--- src/rtl/core/asdt_pkg.sv ---
// Shared types and constants of the analog scan deadband tracker.
// Holds the word kinds, configuration register indexes and the pin map.
// No dependencies.
package asdt_pkg;

  // pins behind one converter module (8 channels x 8 mux steps)
  localparam int unsigned PINS_PER_MODULE = 64;
  localparam int unsigned PIN_W           = 6;
  localparam int unsigned VALUE_W         = 12;
  localparam int unsigned TICK_W          = 16;

  // link led pwm sweep: 20-tick period, 100 sweep steps, 4000-tick triangle
  localparam logic [4:0]  PwmPeriodLast = 5'd19;
  localparam logic [6:0]  PwmSweepLast  = 7'd99;
  localparam logic [11:0] PwmTriLast    = 12'd3999;
  localparam logic [11:0] PwmTriHalf    = 12'd2000;
  localparam logic [4:0]  PwmPeriod     = 5'd20;

  // input word kinds
  typedef enum logic [1:0] {
    KIND_SCAN_START = 2'd0,
    KIND_CONVERSION = 2'd1,
    KIND_SCAN_END   = 2'd2,
    KIND_READ       = 2'd3
  } kind_e;

  // configuration register indexes
  typedef enum logic [2:0] {
    CFG_MODULES_IN_USE = 3'd0,
    CFG_MODULE_ENABLE  = 3'd1,
    CFG_PINS_USED_M0   = 3'd2,
    CFG_PINS_USED_M1   = 3'd3,
    CFG_DEADBAND_M0    = 3'd4,
    CFG_DEADBAND_M1    = 3'd5
  } cfg_idx_e;

  // mux step to low pin bits
  function automatic logic [2:0] mux_to_pin(input logic [2:0] step);
    logic [2:0] pin;
    case (step)
      3'd0:    pin = 3'd6;
      3'd1:    pin = 3'd3;
      3'd2:    pin = 3'd4;
      3'd3:    pin = 3'd2;
      3'd4:    pin = 3'd5;
      3'd5:    pin = 3'd0;
      3'd6:    pin = 3'd7;
      default: pin = 3'd1;
    endcase
    return pin;
  endfunction

  // pwm output bit from the decomposed tick counter
  // step / 5 by reciprocal: exact for step below 1024
  function automatic logic pwm_bit(input logic [4:0]  phase,
                                   input logic [6:0]  step,
                                   input logic [11:0] tri_pos);
    logic [14:0] prod;
    logic [4:0]  duty;
    prod = 15'(step) * 15'd205;
    duty = prod[14:10];
    if (tri_pos > PwmTriHalf) begin
      duty = PwmPeriod - duty;
    end
    return phase > duty;
  endfunction

endpackage

--- src/rtl/core/analog_scan_deadband_tracker_top.sv ---
// Top level of the analog scan deadband tracker.
// Uses asdt_pkg and one asdt_ram instance for the stored pin values.
//
// Usage: words arrive on the s_axis channel; tuser carries the kind (scan
// start, conversion, scan end, read). Every accepted word yields exactly one
// result word on m_axis. A conversion word is mapped to a pin through the
// current mux step and channel, compared against the stored value and the
// module deadband, and stored/flagged as needed; the result also carries the
// shift-register byte with the mux select and the link led bit.
// The store read is issued at acceptance into the compare stage registers;
// the compare and write-back run in the compare stage, which loads the
// output register when it fires. One word is taken every cycle while the
// output is not stalled; a write to a pin read by the following word is
// forwarded, so back-to-back conversions to the same pin see the new value.
// Reset clears the mux step, tick counter, link bit and first-scan flag and
// marks every stored value as zero through per-entry valid bits, so words are
// taken right after reset. When m_axis_tready is low the result holds, one
// more word may sit in the compare stage, and s_axis_tready then drops. The
// user writes one config register per cycle while the block idles (not enforced).
module analog_scan_deadband_tracker_top
  import asdt_pkg::*;
#(
  parameter int unsigned MODULE_COUNT = 2
) (
  input  logic        clk_i,
  input  logic        rst_ni,
  // configuration write port
  input  logic        cfg_we_i,
  input  logic [2:0]  cfg_idx_i,
  input  logic [7:0]  cfg_data_i,
  // input words
  input  logic        s_axis_tvalid,
  output logic        s_axis_tready,
  // module_req[0], channel[3:1], rx_high[11:4], rx_low[19:12], read_pin[25:20]
  input  logic [31:0] s_axis_tdata,
  // kind[1:0]
  input  logic [1:0]  s_axis_tuser,
  // result words
  output logic        m_axis_tvalid,
  input  logic        m_axis_tready,
  // module_out[0], pin_out[6:1], value_out[18:7], previous_value[30:19],
  // shift_byte[38:31], link_led[39]
  output logic [39:0] m_axis_tdata,
  // changed[0]
  output logic        m_axis_tuser
);

  localparam int unsigned Depth = MODULE_COUNT * PINS_PER_MODULE;
  localparam int unsigned AddrW = $clog2(Depth);
  localparam logic [1:0]  NumModW = 2'(MODULE_COUNT);

  // configuration registers
  logic [1:0] modules_in_use_q;
  logic [1:0] module_enable_q;
  logic [6:0] pins_used_q [2];
  logic [7:0] deadband_q [2];

  // scan control state
  logic [2:0]        mux_step_q, mux_step_d;
  logic              first_scan_q, first_scan_d;
  logic [TICK_W-1:0] tick_q, tick_d;
  logic [4:0]        phase_q, phase_d;
  logic [6:0]        sweep_q, sweep_d;
  logic [11:0]       tri_q, tri_d;
  logic              link_q, link_d;

  // input field unpacking
  kind_e              in_kind;
  logic               in_mod;
  logic [2:0]         in_chan;
  logic [7:0]         in_rx_high;
  logic [7:0]         in_rx_low;
  logic [PIN_W-1:0]   in_rpin;
  logic [PIN_W-1:0]   in_pin;
  logic [VALUE_W-1:0] in_value;
  logic [2:0]         in_sel;
  logic [AddrW-1:0]   in_addr;
  logic               in_accept;

  // compare stage
  logic               s1_valid_q;
  kind_e              s1_kind_q;
  logic               s1_mod_q;
  logic [PIN_W-1:0]   s1_pin_q;
  logic [VALUE_W-1:0] s1_value_q;
  logic [2:0]         s1_sel_q;
  logic               s1_link_q;
  logic               s1_first_q;
  logic               s1_fire;
  logic [AddrW-1:0]   s1_addr;
  logic               s1_valid_mod;
  logic               s1_scanned;
  logic [VALUE_W-1:0] s1_stored;
  logic [VALUE_W-1:0] s1_diff;
  logic               s1_update;
  logic               s1_changed;
  logic               s1_fwd_hit;

  // store, valid bits and write forwarding
  logic [Depth-1:0]   entry_valid_q;
  logic               ram_we;
  logic [VALUE_W-1:0] ram_rdata;
  logic               wr_valid_q;
  logic [AddrW-1:0]   wr_addr_q;
  logic [VALUE_W-1:0] wr_data_q;

  // output register
  logic        out_valid_q;
  logic [39:0] out_data_q, out_data_d;
  logic        out_changed_q;

  // configuration writes
  always_ff @(posedge clk_i or negedge rst_ni) begin
    if (!rst_ni) begin
      modules_in_use_q <= 2'd2;
      module_enable_q  <= 2'd3;
      pins_used_q[0]   <= 7'd64;
      pins_used_q[1]   <= 7'd64;
      deadband_q[0]    <= 8'd31;
      deadband_q[1]    <= 8'd31;
    end else if (cfg_we_i) begin
      case (cfg_idx_e'(cfg_idx_i))
        CFG_MODULES_IN_USE: modules_in_use_q <= cfg_data_i[1:0];
        CFG_MODULE_ENABLE:  module_enable_q  <= cfg_data_i[1:0];
        CFG_PINS_USED_M0:   pins_used_q[0]   <= cfg_data_i[6:0];
        CFG_PINS_USED_M1:   pins_used_q[1]   <= cfg_data_i[6:0];
        CFG_DEADBAND_M0:    deadband_q[0]    <= cfg_data_i;
        CFG_DEADBAND_M1:    deadband_q[1]    <= cfg_data_i;
        default: ;
      endcase
    end
  end

  // handshakes
  assign s1_fire       = s1_valid_q && (!out_valid_q || m_axis_tready);
  assign s_axis_tready = !s1_valid_q || s1_fire;
  assign in_accept     = s_axis_tvalid && s_axis_tready;

  // unpack and map the incoming word
  always_comb begin
    in_kind    = kind_e'(s_axis_tuser);
    in_mod     = s_axis_tdata[0];
    in_chan    = s_axis_tdata[3:1];
    in_rx_high = s_axis_tdata[11:4];
    in_rx_low  = s_axis_tdata[19:12];
    in_rpin    = s_axis_tdata[25:20];
    in_value   = {in_rx_high[3:0], in_rx_low};
    in_pin     = (in_kind == KIND_READ) ? in_rpin : {~in_chan, mux_to_pin(mux_step_q)};
    in_addr    = AddrW'({in_mod, in_pin});
  end

  // scan control next state, including the decomposed pwm counters
  always_comb begin
    mux_step_d   = mux_step_q;
    first_scan_d = first_scan_q;
    tick_d       = tick_q;
    phase_d      = phase_q;
    sweep_d      = sweep_q;
    tri_d        = tri_q;
    link_d       = link_q;
    in_sel       = mux_step_q;
    case (in_kind)
      KIND_SCAN_START: begin
        tick_d = tick_q + TICK_W'(1);
        if (tick_q == {TICK_W{1'b1}}) begin
          phase_d = '0;
          sweep_d = '0;
          tri_d   = '0;
        end else begin
          phase_d = (phase_q == PwmPeriodLast) ? 5'd0 : phase_q + 5'd1;
          if (phase_q == PwmPeriodLast) begin
            sweep_d = (sweep_q == PwmSweepLast) ? 7'd0 : sweep_q + 7'd1;
          end
          tri_d = (tri_q == PwmTriLast) ? 12'd0 : tri_q + 12'd1;
        end
        link_d = pwm_bit(phase_d, sweep_d, tri_d);
      end
      KIND_CONVERSION: begin
        if (in_chan == 3'd7) begin
          in_sel = mux_step_q + 3'd1;
        end
      end
      KIND_SCAN_END: begin
        mux_step_d = mux_step_q + 3'd1;
        in_sel     = mux_step_d;
        if (mux_step_d == 3'd0) begin
          first_scan_d = 1'b1;
        end
      end
      default: ;
    endcase
  end

  // scan control registers, updated on acceptance
  always_ff @(posedge clk_i or negedge rst_ni) begin
    if (!rst_ni) begin
      mux_step_q   <= '0;
      first_scan_q <= 1'b0;
      tick_q       <= '0;
      phase_q      <= '0;
      sweep_q      <= '0;
      tri_q        <= '0;
      link_q       <= 1'b0;
    end else if (in_accept) begin
      mux_step_q   <= mux_step_d;
      first_scan_q <= first_scan_d;
      tick_q       <= tick_d;
      phase_q      <= phase_d;
      sweep_q      <= sweep_d;
      tri_q        <= tri_d;
      link_q       <= link_d;
    end
  end

  // compare stage valid
  always_ff @(posedge clk_i or negedge rst_ni) begin
    if (!rst_ni) begin
      s1_valid_q <= 1'b0;
    end else if (in_accept) begin
      s1_valid_q <= 1'b1;
    end else if (s1_fire) begin
      s1_valid_q <= 1'b0;
    end
  end

  // compare stage payload
  always_ff @(posedge clk_i) begin
    if (in_accept) begin
      s1_kind_q  <= in_kind;
      s1_mod_q   <= in_mod;
      s1_pin_q   <= in_pin;
      s1_value_q <= in_value;
      s1_sel_q   <= in_sel;
      s1_link_q  <= link_d;
      s1_first_q <= first_scan_q;
    end
  end

  // stored value store
  asdt_ram #(
    .WIDTH(VALUE_W),
    .DEPTH(Depth)
  ) u_values (
    .clk_i,
    .we_i   (ram_we),
    .waddr_i(s1_addr),
    .wdata_i(s1_value_q),
    .re_i   (in_accept),
    .raddr_i(in_addr),
    .rdata_o(ram_rdata)
  );

  // stored value lookup with forwarding and deadband check
  always_comb begin
    s1_addr      = AddrW'({s1_mod_q, s1_pin_q});
    s1_valid_mod = {1'b0, s1_mod_q} < NumModW;
    s1_scanned   = s1_valid_mod && ({1'b0, s1_mod_q} < modules_in_use_q) &&
                   module_enable_q[s1_mod_q];
    s1_fwd_hit   = wr_valid_q && (wr_addr_q == s1_addr);
    if (!s1_valid_mod) begin
      s1_stored = '0;
    end else if (s1_fwd_hit) begin
      s1_stored = wr_data_q;
    end else if (entry_valid_q[s1_addr]) begin
      s1_stored = ram_rdata;
    end else begin
      s1_stored = '0;
    end
    s1_diff    = (s1_value_q > s1_stored) ? s1_value_q - s1_stored
                                          : s1_stored - s1_value_q;
    s1_update  = (s1_kind_q == KIND_CONVERSION) && s1_scanned &&
                 (!s1_first_q || (s1_diff > {4'd0, deadband_q[s1_mod_q]}));
    s1_changed = s1_update && s1_first_q &&
                 ({1'b0, s1_pin_q} < pins_used_q[s1_mod_q]);
    ram_we     = s1_fire && s1_update;
  end

  // valid bits and last write for forwarding
  always_ff @(posedge clk_i or negedge rst_ni) begin
    if (!rst_ni) begin
      entry_valid_q <= '0;
      wr_valid_q    <= 1'b0;
    end else begin
      if (ram_we) begin
        entry_valid_q[s1_addr] <= 1'b1;
      end
      if (s1_fire) begin
        wr_valid_q <= ram_we;
      end
    end
  end

  always_ff @(posedge clk_i) begin
    if (s1_fire) begin
      wr_addr_q <= s1_addr;
      wr_data_q <= s1_value_q;
    end
  end

  // output register valid
  always_ff @(posedge clk_i or negedge rst_ni) begin
    if (!rst_ni) begin
      out_valid_q <= 1'b0;
    end else if (s1_fire) begin
      out_valid_q <= 1'b1;
    end else if (m_axis_tready) begin
      out_valid_q <= 1'b0;
    end
  end

  // output word assembly
  always_comb begin
    out_data_d        = '0;
    out_data_d[38:31] = {s1_sel_q, 4'd0, s1_link_q};
    out_data_d[39]    = s1_link_q;
    case (s1_kind_q)
      KIND_CONVERSION: begin
        out_data_d[0]     = s1_mod_q;
        out_data_d[6:1]   = s1_pin_q;
        out_data_d[18:7]  = s1_value_q;
        out_data_d[30:19] = s1_stored;
      end
      KIND_READ: begin
        out_data_d[0]    = s1_mod_q;
        out_data_d[6:1]  = s1_pin_q;
        out_data_d[18:7] = s1_stored;
      end
      default: ;
    endcase
  end

  // output word register
  always_ff @(posedge clk_i) begin
    if (s1_fire) begin
      out_changed_q <= s1_changed;
      out_data_q    <= out_data_d;
    end
  end

  assign m_axis_tvalid = out_valid_q;
  assign m_axis_tdata  = out_data_q;
  assign m_axis_tuser  = out_changed_q;

endmodule

--- src/rtl/core/asdt_ram.sv ---
// Generic single-write, single-read RAM with registered read data.
// Used for the stored pin values. No dependencies.
module asdt_ram #(
  parameter int unsigned WIDTH = 12,
  parameter int unsigned DEPTH = 128
) (
  input  logic                     clk_i,
  input  logic                     we_i,
  input  logic [$clog2(DEPTH)-1:0] waddr_i,
  input  logic [WIDTH-1:0]         wdata_i,
  input  logic                     re_i,
  input  logic [$clog2(DEPTH)-1:0] raddr_i,
  output logic [WIDTH-1:0]         rdata_o
);

  logic [WIDTH-1:0] mem_q [DEPTH];
  logic [WIDTH-1:0] rdata_q;

  // write port
  always_ff @(posedge clk_i) begin
    if (we_i) begin
      mem_q[waddr_i] <= wdata_i;
    end
  end

  // registered read port, holds when not enabled
  always_ff @(posedge clk_i) begin
    if (re_i) begin
      rdata_q <= mem_q[raddr_i];
    end
  end

  assign rdata_o = rdata_q;

endmodule

--- config.mk ---
export PLATFORM = sky130hd
export DESIGN_NAME = analog_scan_deadband_tracker_top
export DESIGN_NICKNAME = d
export VERILOG_FILES = /design/src/rtl/core/asdt_pkg.sv /design/src/rtl/core/analog_scan_deadband_tracker_top.sv /design/src/rtl/core/asdt_ram.sv
export SDC_FILE = /design/constraint.sdc
export NUM_CORES = 2
export LEC_CHECK = 0
export ABC_CLOCK_PERIOD_IN_PS = 7300
export BUFFER_PORTS_ARGS = -buffer_cell sky130_fd_sc_hd__buf_2
export CAP_MARGIN = 20
export CELL_PAD_IN_SITES_DETAIL_PLACEMENT = 0
export CELL_PAD_IN_SITES_GLOBAL_PLACEMENT = 1
export CORE_ASPECT_RATIO = 0.5
export CORE_MARGIN = 2
export CORE_UTILIZATION = 40
export DETAILED_ROUTE_END_ITERATION = 8
export GPL_TIMING_DRIVEN = 1
export PLACE_DENSITY = 0.68
export SLEW_MARGIN = 30
export SYNTH_ARGS = -nofsm -noshare
export SYNTH_HDL_FRONTEND = slang
export SYNTH_SLANG_ARGS = --single-unit
--- constraint.sdc ---
create_clock -name clk_i -period 7.3 [get_ports clk_i]
set_input_delay 0.73 -clock clk_i [delete_from_list [all_inputs] [get_ports clk_i]]
set_output_delay 0.73 -clock clk_i [all_outputs]
set_load 0.05 [all_outputs]
==> flow_summary.ini <==
[outcome]
outcome = completed

[setup_path]
setup.worst_path.end = u_values.mem_q[27][2]
rr_worst_depth = 33
cp.depth = 33
cp-end-kind = flop
r2r-end = u_values.mem_q[27][2]
reg2reg_from = s1_pin_q[1]
crit_slowest_cell = and4_4
crit_family = compound AO/OA/AOI/OAI gates
critPathLaunch = s1_pin_q[1]
worstPathRequired_ns = 7.86
r2r_setup_slack_ns = 0.12
path_max_fanout = 7
startpoint_type = flop
arrival_ns = 7.74
crit_path_frequent_cell = buf_12
critPathMaxStageDelay_ns = 0.51
crit_type = reg2reg
crit_buf_inv = 12

[floorplanning]
core_area_um2 = 193000
die_h_um = 315
num_rows = 114
ios = 93
start_util_pct = 40.1
die-area_um2 = 197000
die_w_um = 626

[sta]
rsz0062_at_grt = yes
maxSlewHeadroom_pct = 30.1
finClkSkew_ns = 0.0727
finalWorstPathRequiredPeriod_ns = 7.18
tightest_slew_ns = 1.04
fmax_mhz = 139
setup_viol = 0
drv_slew = 0
period_share_pct = 98.3
hold_violations = 0
finalSetupTns_ns = 0

[drt]
wl_per_cell_um = 24.5
dr.pass1.iters = 6
wl_um = 222000
route.detailed.drc = 0
vias = 50800
ant_nets = 0
vias_per_cell = 5.61
drt_iter0_markers = 5652

[yosys]
netlist_area_um2 = 77300
avgSynthCellArea_um2 = 12.7
ys_ff_latch = 1839
synth_edf_count = 1629
ys_seq_area_share_pct = 70.1
synth_ff_type = edfxtp_1
ys_warn_count = 0
yosysUniqueCellTypes = 90
netlist_instances = 6099
synth-async-reset-ratio_pct = 11.4

[layout]
finalNetCount = 6457
diodes = 0
syn2layout_area_growth_pct = 16.6
layout_commonest_cell = edfxtp_1
layout_common_cells = edfxtp_1, nand2_1, nand3_1
drive_above_1_share_pct = 14.8

[power_and_ir_drop]
p_per_area_nw_per_um2 = 348
p_leak_nw = 32.1
vdd_drop_max_uv = 553
finalPower_mw = 31.4

[hold_path]
hold_class = in2reg

[grt]
grt_max_degree = 167
grt_overflow = 0
grt_pass1_wl_um = 321000
antenna_found_initial = 6
grt.total_usage_pct = 21.9
grt_pass1_vias = 48100

[cts]
cts_root_buffer = clkbuf_16
cts.sink_count = 1839
clock_path_buffers = 4
cts.clk_slew.worst_paths_ns = 0.06
h-tree-depth = 4
clkLatencyLatePin_ns = 0.84
cts_buffers = 175
cts_tree = built

[placement]
place.detailed.hpwl_um = 130000
routabilityCongestion = 0.880
portBuffers = 78

[run]
max_cap_viol_count = 0
sequential cells by signal, summed over array words and instances (netlist names), 7 cells and up:
signal,flops
m_axis_tdata,35
s1_value_q,12
entry_valid_q,128
deadband_q,16
tick_q,16
u_values.mem_q,1536
wr_data_q,12
wr_addr_q,7
pins_used_q,14
u_values.rdata_o,12
tri_q,12
sweep_q,7
repair_timing:
action,CTS,global route
hold buffers,0,1
pin swaps,44,90
setup buffers,33,65
resized for setup,107,51
gates cloned,5,5
setup endpoints to repair,1320,1522
endpoints found under the hold margin,0,60
worst min-delay path by stage:
| stage | start | endpoint | cells past startpoint |
|---|---|---|---|
| floorplan | s1_link_q | m_axis_tdata[31] | 0 |
| global placement | s1_sel_q[2] | m_axis_tdata[38] | 0 |
| detailed placement | s1_sel_q[1] | m_axis_tdata[37] | 0 |
| CTS | s_axis_tdata[15] | s1_value_q[3] | 1 |
| global route | s_axis_tdata[18] | s1_value_q[6] | 1 |
| finish | s_axis_tdata[5] | s1_value_q[9] | 1 |
metrics by stage:
stage                     instance area (µm²)  hold slack, ns  instances  util [%]  setup slack, ns
after floorplan                         77300           0.400       6102         -            0.193
after global placement                  82100           0.408       8635      42.6           -0.375
after detailed placement                82300           0.412       8636      42.7           -0.382
after CTS                               88800          0.0742       8977      46.1         -0.00363
after global routing                    90100          0.0893       9043      46.8           -0.148
final                                   90100           0.126       9043      46.8            0.124
power by group:
group	total (mW)	internal [mW]	leakage [nW]	switching (mW)
clock	8.85	4.92	2.63	3.93
sequential	11.9	11.7	17.5	0.158
combinational	10.7	3.11	12.0	7.58
total	31.4	19.7	32.1	11.7
area by class of cell:
type	count	area, µm²
fillers	16700	103000
clock inverters	85	773
flip-flops and latches	1839	54200
clock buffers	218	4600
multi-input cells	3780	22200
inverters	77	304
well taps	2610	3270
repair buffers	434	4780
layer usage:
metal	GRT usage, %	vias to the layer above	part of all wire, %
li1	-	22900	-
met1	31.9	25600	43
met2	34.4	1980	46
met3	3.55	318	8.8
met4	4.98	0	2.3
met5	0	-	0
cell families after synthesis:
| logic type | synth area share [%] |
|---|---|
| AOI/OAI and AO/OA | 7.25 |
| xor gates and xnor gates | 0.576 |
| adders and majority gates | 1.72 |
| buffers and inverters | 2.75 |
| DFF | 70.1 |
| muxes | 2.68 |
| other | 0.00485 |
| and+or+nand+nor | 14.9 |
cells in the mapped netlist (10+ instances only):
master     instances  area share (%)
nand2_1         1426             6.9
nand3_1          577             3.7
buf_1             47            0.23
nor3_2            40            0.52
inv_1             75            0.36
o221ai_1          27            0.31
buf_2            139            0.90
mux2_2            54            0.79
or2_2             13            0.11
edfxtp_1        1629              63
mux2i_1          126             1.6
xor2_1            16            0.18
dfrtp_1          195             6.3
a211oi_1          18            0.17
ha_1              90             1.5
a22oi_2           10            0.16
or4_1             13            0.13
clkbuf_1         196            0.95
a21oi_1          349             2.3
nand4_1           27            0.22
and2_1            30            0.24
o22ai_1           40            0.32
buf_4             13            0.13
a31oi_1           91            0.74
o21ai_0           86            0.56
a31o_2            20            0.23
o2111ai_1         13            0.15
and3_1            79            0.64
dfstp_2           15            0.51
nor4_1            39            0.32
nand2b_1          12           0.097
buf_6             12            0.17
fa_1              10            0.26
a2111oi_0         12            0.14
a31o_1           111             1.3
xnor2_1           33            0.37
nor3_1           148            0.96
nor2b_1           17            0.14
nor2_1           122            0.59
(Power assumes the default switching activity.)
